**config.mk**
```make
export PLATFORM = sky130hd
export DESIGN_NAME = shc_reach
export DESIGN_NICKNAME = d
export VERILOG_FILES = /design/src/rtl/core/shc_pkg.sv /design/src/rtl/core/shc_reach.sv
export SDC_FILE = /design/constraint.sdc
export NUM_CORES = 1
export LEC_CHECK = 0
export BUFFER_PORTS_ARGS = -buffer_cell sky130_fd_sc_hd__buf_2
export CAP_MARGIN = 10
export CORE_AREA = 3 3 210 212
export DETAILED_ROUTE_END_ITERATION = 12
export DIE_AREA = 0 0 213 215
export SYNTH_ARGS = -nofsm -noshare
export SYNTH_HDL_FRONTEND = slang
export SYNTH_SLANG_ARGS = --single-unit
```
**constraint.sdc**
```tcl
create_clock -name vclk -period 29
set_input_delay 8.7 -clock vclk [all_inputs]
set_output_delay 8.7 -clock vclk [all_outputs]
set_load 0.005 [all_outputs]
```
**src/rtl/core/shc_pkg.sv**
```systemverilog
// Shared constants and types for the smooth histogram checkpoint block.
package shc_pkg;

  localparam int unsigned MaxEntries = 64;
  localparam int unsigned IdxBits    = $clog2(MaxEntries);
  localparam int unsigned LiveBits   = $clog2(MaxEntries + 1);
  localparam int unsigned CountBits  = 32;
  localparam int unsigned ArrBits    = 32;
  localparam int unsigned RatioBits  = 16;
  localparam int unsigned BatchBits  = 16;
  localparam int unsigned CfgIdxBits = 1;
  localparam int unsigned CfgDataBits = 16;

  localparam logic [CfgIdxBits-1:0] CfgKeepRatio = 1'b0;
  localparam logic [CfgIdxBits-1:0] CfgBatchSize = 1'b1;

  localparam logic [RatioBits-1:0] KeepRatioRst = 16'd58982;
  localparam logic [BatchBits-1:0] BatchSizeRst = 16'd1;

  localparam logic [CountBits-1:0] CountMax = '1;
  localparam logic [ArrBits-1:0]   ArrMax   = '1;

  typedef struct packed {
    logic [ArrBits-1:0]   origin_arrival;
    logic [CountBits-1:0] seen_count;
    logic                 last_entry;
    logic                 overflowed;
  } shc_out_t;

  typedef struct packed {
    logic report;
  } shc_in_t;

endpackage

```
**src/rtl/core/shc_reach.sv**
```systemverilog
// Exact pruning compare: count * 65536 >= ratio * anchor, one multiplier.
module shc_reach (
  input  logic [shc_pkg::CountBits-1:0] count_i,
  input  logic [shc_pkg::CountBits-1:0] anchor_i,
  input  logic [shc_pkg::RatioBits-1:0] ratio_i,
  output logic                          reach_o
);
  import shc_pkg::*;

  logic [CountBits+RatioBits-1:0] lhs;
  logic [CountBits+RatioBits-1:0] rhs;

  assign lhs     = {count_i, {RatioBits{1'b0}}};
  assign rhs     = anchor_i * ratio_i;
  assign reach_o = lhs >= rhs;
endmodule

```
Word-level counts from Yosys, hierarchy flattened
Index checks and enable logic that the tools add are counted.
{ "word_totals": {"regBits": 0, "input_bits": 80, "output_inout_bits": 1} }
{ "op_classes": {"mul": 1, "order_cmp": 1} }
{ "op_table": {"columns": ["cell", "count"], "rows": [
  ["$ge A48 B48 Y1", 1],
  ["$mul A32 B16 Y48", 1]
]} }

Logic depth before layout (Yosys ltp)
Gate-level depths: netlist of run 1.
{ "logic_depth": {"depth_word": 2, "depth_mapped": 34, "mapped_depth_nobuf": 33} }

Worst setup path after synthesis of run 1
Ideal clock, no wire load.
{ "synth_timing": {"path_kind": "input to output", "from": "input anchor_i[15] (netlist bit)", "to": "output reach_o", "arrival_time_ns": 15.526, "required_ns": 20.300, "path_slack_ns": 4.774, "stages": 29, "cell_sequence": "clkbuf_1 nand2_1 fa_1 fa_1 fa_1 inv_1 fa_1 fa_1 inv_1 fa_1 inv_1 ha_1 a21o_1 a31o_1 a221o_1 or2_1 buf_6 o2111ai_1 and3_1 xor2_1 ha_1 a21o_1 a21o_1 a21o_1 a21oi_1 o311ai_0 a221oi_1 o21a_1 o31ai_1"} }
{ "synth_between": {"elab_chain_len": 2} }
{ "synth_rtl": {"columns": ["item", "line", "source"], "rows": [
  ["start, declared", "shc_reach.sv:4", "input logic [shc_pkg::CountBits-1:0] anchor_i,"],
  ["$mul A32 B16 Y48", "shc_reach.sv:14", "assign rhs = anchor_i * ratio_i;"],
  ["$ge A48 B48 Y1", "shc_reach.sv:15", "assign reach_o = lhs >= rhs;"],
  ["end, declared", "shc_reach.sv:6", "output logic reach_o"]
]} }
Every way passes these cells.

Worst setup path after layout of run 1
{ "layout_timing": {"from": "input ratio_i[1] (netlist bit)", "to": "output reach_o"} }
{ "layout_between": {"elab_chain_len": 2} }
{ "layout_rtl": {"columns": ["item", "line", "source"], "rows": [
  ["start, declared", "shc_reach.sv:5", "input logic [shc_pkg::RatioBits-1:0] ratio_i,"],
  ["$mul A32 B16 Y48", "shc_reach.sv:14", null],
  ["$ge A48 B48 Y1", "shc_reach.sv:15", null]
]} }
Every way passes these cells.

==> metrics, run 1 <==
status=complete, no violations; Ports=81; initial core utilization=40.1%; # hold bufs at CTS=0; Final Util=41.9%; crit start category=input port; syn nets=2641; setup repair bufs after CTS=0; Arr. time, crit path=16920 ps; register area share after synthesis=0%; Port Buf Inserts=81; post-DR wirelength/cell=17.2 um; Worst Path Max Fanout=32; critical path class=input port to output pin; post-CTS resize count=0; DR vias=12900; Worst setup endpoint=reach_o; Synth Area in Compound Gates=6.75%; Unique masters post-synth=55; Slew Viols, Final=0; n_diodes=0; Die H=215 um; Gate Count Post-Synth=1991; Synth Area in Adders=60.7%; worst path required time=20300 ps; Iter 0 DRT Violations=578; Finished Cell Area=17700 um2; Die ar.=45800 um2; Area Growth Syn to Fin=4.43%; Non-Filler Instances=2524; setup TNS=0 ps; first-pass GRT wire length=73600 um; # rows=75; Clock Buffer Count=0; Synth area leaders=fa_1 49%, ha_1 11%, inv_1 10%, nand2_1 8.2%, and2_1 6.7%; synthesis warning total=0; antenna violations before repair=2; Worst path max stage delay=600 ps; largest net degree at the start of global routing=33; Final Setup Violations=0; final WL=43400 um; vias in the first global route=14400; relative slew slack=46.9%; post-synthesis simple-gate area fraction=18.2%; Least-Margin Pin Slew=797 ps; Die Wd=213 um; All-Layer GR Usage=19.7%; Critical Path Start=ratio_i[1]; Tmin final=25620 ps; Reg area=0 um2; synth cell count leaders=469 x inv_1, 418 x fa_1, 371 x nand2_1, 182 x and2_1, 152 x ha_1; maximum clock frequency=39.0 MHz; Pre-Repair DR Iteration Count=5; Placed Cells=2524; cell area after synthesis=16900 um2; Final #Nets=2637; Core ar.=42100 um2; Detail Route Antenna Nets=0; Hold Path Class=input port to output pin; xor/xnor share of the synthesized area=1.92%; layout cells sized above 1=4.74%; num sequential=0; Critical Path End Type=output pin; top-count cell post-synth=inv_1; routed vias/inst=5.09; Syn Area/Cell=8.50 um2; final worst-path cycle share=88.4%; GR Overflow Total=0; Most common cell on crit path=fa_1; Yosys top cell area share=49.5%; main combinational cell family by area after synthesis=adder cells; post-DP HPWL=35900 um; Final Hold Fails=0; unrepaired setup endpoints after global routing=no; area post-placement=17700 um2; multiplexer share of the synthesized area=0.0592%; max cap viols=0; GPL Wtd Cong=0.874; CP max-delay cell=buf_2; Post-route DRC=0; post-synth top area cell=fa_1
==> layout make-up <==
type	instances	area (um2)
Fill cell	4233	24500
Inverter	469	1760
Multi-Input combinational cell	1434	14800
Tap cell	539	674
Timing Repair Buffer	82	413
==> kinds of logic after synthesis <==
kind of cell	Yosys count
simple gates	656
fa+ha+maj	570
xor+xnor	37
compound gates	170
mux	1
buf+inv	557
==> how the worst min path moves through the flow <==
stage                           start  slack [ps]       to  cells past startpoint
after floorplan           count_i[31]       17710  reach_o                      4
after global placement    count_i[31]       18110  reach_o                      6
after detailed placement  count_i[31]       18100  reach_o                      6
after CTS                 count_i[31]       18100  reach_o                      6
after global routing      count_i[31]       18130  reach_o                      6
final                     count_i[31]       18100  reach_o                      6
==> through the flow <==
step	worst slack, ps	hold WS [ps]
2_1_floorplan	4770	17710
3_3_place_gp	3390	18110
3_5_place_dp	3400	18100
4_1_cts	3350	18100
5_1_grt	2800	18130
6_report	3380	18100
==> placed cells by master, fill, tap and decap left out, types with 2 or more instances in the layout <==
| master | netlist | routed |
|---|---|---|
| inv_1 | 469 | 469 |
| fa_1 | 418 | 418 |
| nand2_1 | 371 | 371 |
| and2_1 | 182 | 182 |
| ha_1 | 152 | 152 |
| buf_2 | 0 | 81 |
| a21oi_1 | 56 | 56 |
| nor2_1 | 37 | 37 |
| a21o_1 | 35 | 35 |
| o21ai_0 | 22 | 22 |
| xnor2_1 | 22 | 22 |
| xor2_1 | 15 | 15 |
| nand3_1 | 14 | 14 |
| nand4_1 | 11 | 11 |
| nor3_1 | 11 | 11 |
| nor2b_1 | 8 | 8 |
| o31ai_1 | 6 | 6 |
| o21a_1 | 5 | 5 |
| nand2b_1 | 5 | 5 |
| a211oi_1 | 4 | 4 |
| nor4_1 | 4 | 4 |
| a31oi_1 | 4 | 4 |
| and3_1 | 4 | 4 |
| o211ai_1 | 4 | 4 |
| o21bai_1 | 4 | 4 |
| a21o_2 | 3 | 3 |
| o311ai_0 | 3 | 3 |
| o2bb2ai_1 | 3 | 3 |
| a21boi_0 | 2 | 2 |
| a221o_1 | 2 | 2 |
| o21ba_2 | 2 | 2 |
| a2111oi_0 | 2 | 2 |
| a21oi_2 | 2 | 2 |
==> per-layer routing <==
metal	up-vias	global-route usage, %	routed length, um
li1	5873	-	-
met1	6647	27.1	19000
met2	306	34.2	21900
met3	33	2.26	2030
met4	0	2.53	418
met5	-	0	0
==> critical path: cells and delay by family <==
| family | cells | cell delay (ps) |
|---|---|---|
| AOI/OAI and AO/OA | 8 | 2080 |
| xor gates and xnor gates | 1 | 160 |
| adders and majority gates | 8 | 3700 |
| buffers and inverters | 5 | 970 |
| and+or+nand+nor | 7 | 1270 |
Power of run 1 is left out: the tool's default activity adds up to more than one toggle a clock period on the data nets, which glitch-free logic cannot reach.
==> run 2, diff against run 1 <==
--- a/config.mk
+++ b/config.mk
@@ -6,10 +6,11 @@
 export NUM_CORES = 1
 export LEC_CHECK = 0
 export BUFFER_PORTS_ARGS = -buffer_cell sky130_fd_sc_hd__buf_2
-export CAP_MARGIN = 10
+export CAP_MARGIN = 25
 export CORE_AREA = 3 3 210 212
 export DETAILED_ROUTE_END_ITERATION = 12
 export DIE_AREA = 0 0 213 215
+export RECOVER_POWER = 50
 export SYNTH_ARGS = -nofsm -noshare
 export SYNTH_HDL_FRONTEND = slang
 export SYNTH_SLANG_ARGS = --single-unit
==> run 2 against run 1 <==
Effect of this change: the flow now finishes with violations (max-capacitance violations, max-slew violations); setup slack got worse by 780 ps; worst hold slack improved by 0.50 ps; critical path depth unchanged; largest cell class unchanged; highest routed layer unchanged.
==> metrics, run 2 (synthesized netlist as in run 1, its figures left out) <==
setup repair bufs after CTS=0 (unchanged); CP max-delay cell=clkbuf_1 (was buf_2); GR Overflow Total=0 (unchanged); WHS=18100 ps (about the same); first-pass GRT wire length=73600 um (unchanged); Fillers=4234 (was 4233); Core ar.=42100 um2 (unchanged); relative slew slack=-24.7% (was 46.9%); worst path required time=20300 ps (about the same); routed vias/inst=5.10 (was 5.09); num sequential=0 (unchanged); Critical Path End Type=output pin (unchanged); All-Layer GR Usage=19.7% (unchanged); n_diodes=0 (unchanged); Die H=215 um (unchanged); DR vias=12900 (about the same); post-DP HPWL=35900 um (unchanged); crit start category=input port (unchanged); Hold Path Class=input port to output pin (unchanged); maximum clock frequency=37.9 MHz (was 39.0 MHz); GPL Wtd Cong=0.874 (unchanged); max cap viols=1 (was 0); Clock Buffer Count=0 (unchanged); Ports=81 (unchanged); Die ar.=45800 um2 (unchanged); Slew Viols, Final=33 (was 0); Port Buf Inserts=81 (unchanged); Area Growth Syn to Fin=4.42% (was 4.43%); Finished Cell Area=17700 um2 (about the same); final WL=43400 um (about the same); Worst path max stage delay=1310 ps (was 600 ps); critical path class=input port to output pin (unchanged); Most common cell on crit path=fa_1 (unchanged); commonest non-fill, non-tap cell in the layout=inv_1 (unchanged); most frequent cells in the layout=469 x inv_1, 418 x fa_1, 371 x nand2_1, 182 x and2_1, 152 x ha_1 (unchanged); Pre-Repair DR Iteration Count=5 (unchanged); multi-input logic area=14800 um2 (unchanged); Post-route DRC=0 (unchanged); post-DR wirelength/cell=17.2 um (about the same); area post-placement=17700 um2 (unchanged); final worst-path cycle share=91.0% (was 88.4%); hold path depth=6 (unchanged); unrepaired setup endpoints after global routing=no (unchanged); Least-Margin Pin Slew=1870 ps (was 797 ps); Detail Route Antenna Nets=0 (unchanged); setup TNS=0 ps (unchanged); Worst Path Max Fanout=32 (unchanged); Final Util=41.9% (about the same); Final Setup Violations=0 (unchanged); vias in the first global route=14400 (unchanged); Iter 0 DRT Violations=578 (unchanged); # rows=75 (unchanged); Final Hold Fails=0 (unchanged); post-CTS resize count=0 (unchanged); Die Wd=213 um (unchanged); Reg area=0 um2 (unchanged); Arr. time, crit path=17700 ps (was 16920 ps); Hold Crit Start=count_i[31] (unchanged); antenna violations before repair=2 (unchanged); largest net degree at the start of global routing=33 (unchanged); # hold bufs at CTS=0 (unchanged); hold endpoint=reach_o (unchanged); initial core utilization=40.1% (unchanged); status=complete, but fails checks (was complete, no violations); Final #Nets=2637 (unchanged); Tmin final=26400 ps (was 25620 ps); layout cells sized above 1=4.69% (was 4.74%); failing checks=max-capacitance violations, max-slew violations
==> run 2: changes by cell type in the layout (fill, tap and decap cells not counted), sizes merged <==
cell	change
buf	-1
clkbuf	+1
==> run 2: critical path, delay by kind of cell <==
family          cells  cell delay (ps)
fa+ha+maj           8             3730
compound gates      8             2080
buf+inv             5             1670
simple gates        7             1310
xor+xnor            1              160
==> run 2: cell type report <==
class | instances | share of cell area, %
inverter | 469 | 9.97
multi-input combinational | 1434 | 83.9
tap | 539 | 3.82
timing repair buffer | 82 | 2.33
==> run 2: stage by stage <==
step,worst slack [ps],cells
after floorplan,4770,1991
after global placement,3390,2524
after detailed placement,3400,2524
after CTS,3350,2524
after global routing,1890,2524
final,2600,2524
==> run 2: how the worst max path moves through the flow <==
stage	from	to	slack (ps)
final	ratio_i[2]	reach_o	2600
after global routing	ratio_i[2]	reach_o	1890
after CTS	ratio_i[1]	reach_o	3350
after detailed placement	ratio_i[8]	reach_o	3400
after global placement	ratio_i[8]	reach_o	3390
after floorplan	anchor_i[15]	reach_o	4770
==> run 2: layer usage <==
metal	wire, um	GRT usage [%]	up-vias
met5	0	0	-
li1	-	-	5873
met2	21900	34.2	317
met4	444	2.53	0
met3	2100	2.26	34
met1	19000	27.1	6638
Power of run 2 is left out for the same reason.
==> run 3, diff against run 2 <==
--- a/config.mk
+++ b/config.mk
@@ -11,6 +11,7 @@
 export DETAILED_ROUTE_END_ITERATION = 12
 export DIE_AREA = 0 0 213 215
 export RECOVER_POWER = 50
+export REMOVE_ABC_BUFFERS = 1
 export SYNTH_ARGS = -nofsm -noshare
 export SYNTH_HDL_FRONTEND = slang
 export SYNTH_SLANG_ARGS = --single-unit
==> run 3 against run 2 <==
Effect of this change: the run still ends with max-capacitance violations, max-slew violations left; non-clock buffer count decreased by 1; via count increased by 1.8%; final cell count unchanged; fmax fell by 0.40%; critical path depth up 2; utilization is essentially flat; highest routed layer unchanged.
==> metrics, run 3 (synthesized netlist as in run 1, its figures left out) <==
status=complete, but fails checks (unchanged); failing checks=max-capacitance violations, max-slew violations (unchanged); crit start category=input port (unchanged); Die Wd=213 um (unchanged); Hold Crit Start=count_i[31] (unchanged); Critical Path End Type=output pin (unchanged); Die ar.=45800 um2 (unchanged); All-Layer GR Usage=20.9% (was 19.7%); Fillers=4259 (was 4234); DR vias=13100 (was 12900); Area Growth Syn to Fin=4.39% (was 4.42%); Final Hold Fails=0 (unchanged); GPL Wtd Cong=0.890 (was 0.874); CP max-delay cell=clkbuf_1 (unchanged); Ports=81 (unchanged); Crit path max-delay family=adder cells (unchanged); final worst-path cycle share=91.4% (was 91.0%); num sequential=0 (unchanged); unrepaired setup endpoints after global routing=no (unchanged); relative slew slack=-23.4% (was -24.7%); Iter 0 DRT Violations=663 (was 578); Least-Margin Pin Slew=1850 ps (was 1870 ps); Clock Buffer Count=0 (unchanged); critical path class=input port to output pin (unchanged); # hold bufs at CTS=0 (unchanged); Post-route DRC=0 (unchanged); GR Overflow Total=0 (unchanged); antenna violations before repair=1 (was 2); Core ar.=42100 um2 (unchanged); setup TNS=0 ps (unchanged); CP bufs+invs=5 (unchanged); post-DR wirelength/cell=18.4 um (was 17.2 um); final WL=46300 um (was 43400 um); most frequent cells in the layout=469 x inv_1, 418 x fa_1, 371 x nand2_1, 182 x and2_1, 152 x ha_1 (unchanged); Port Buf Inserts=81 (unchanged); hold path depth=6 (unchanged); WHS=18100 ps (about the same); maximum clock frequency=37.7 MHz (was 37.9 MHz); Reg area=0 um2 (unchanged); initial core utilization=40.1% (unchanged); Hold Path Class=input port to output pin (unchanged); Most common cell on crit path=fa_1 (unchanged); Arr. time, crit path=17810 ps (was 17700 ps); Final Setup Violations=0 (unchanged); Worst path max stage delay=1290 ps (was 1310 ps); max cap viols=1 (unchanged); Final #Nets=2636 (was 2637); largest net degree at the start of global routing=33 (unchanged); layout cells sized above 1=4.64% (was 4.69%); Die H=215 um (unchanged); setup repair bufs after CTS=0 (unchanged); hold endpoint=reach_o (unchanged); worst path required time=20300 ps (about the same); vias in the first global route=14600 (was 14400); Worst Path Max Fanout=32 (unchanged); routed vias/inst=5.19 (was 5.10); Pre-Repair DR Iteration Count=5 (unchanged); first-pass GRT wire length=77000 um (was 73600 um); # rows=75 (unchanged); commonest non-fill, non-tap cell in the layout=inv_1 (unchanged); post-CTS resize count=0 (unchanged); Slew Viols, Final=33 (unchanged); Tmin final=26510 ps (was 26400 ps); post-DP HPWL=36700 um (was 35900 um); Detail Route Antenna Nets=0 (unchanged)
[run 3: area by class of cell]
class | count | area [um2] | area share (%)
tap | 539 | 674 | 3.82
timing repair buffer | 81 | 404 | 2.29
antenna | 1 | 2.50 | 0.0142
multi-input combinational | 1434 | 14800 | 83.9
inverter | 469 | 1760 | 9.97
[run 3: worst max path at each step]
stage                  from       to  slack, ps  cells after the start
2_1_floorplan  anchor_i[12]  reach_o       5020                     28
3_3_place_gp     ratio_i[1]  reach_o       3360                     29
3_5_place_dp    ratio_i[11]  reach_o       3280                     28
4_1_cts         ratio_i[11]  reach_o       3250                     28
5_1_grt          ratio_i[1]  reach_o       1800                     29
6_report         ratio_i[1]  reach_o       2490                     31
[run 3: tightest hold or removal path, cell delays in order]
cell and delay, ps:
buf_2 80, ha_1 140, a221oi_1 60, o21a_1 150, o31ai_1 130, buf_2 140
[run 3: through the flow]
stage,area [um2],setup WS (ps),utilization (%),cells
CTS,17700,3250,41.9,2523
global placement,17700,3360,41.9,2523
finish,17700,2490,41.9,2524
global route,17700,1800,41.9,2524
detailed placement,17700,3280,41.9,2523
floorplan,16600,5020,-,1903
[run 3: routing by layer]
metal  track usage (%)  share of wire (%)
met4              3.37                1.6
met1              28.5                 43
met2              36.8                 50
met5                 0                  0
met3              1.76                5.2
Power of run 3 is left out for the same reason.
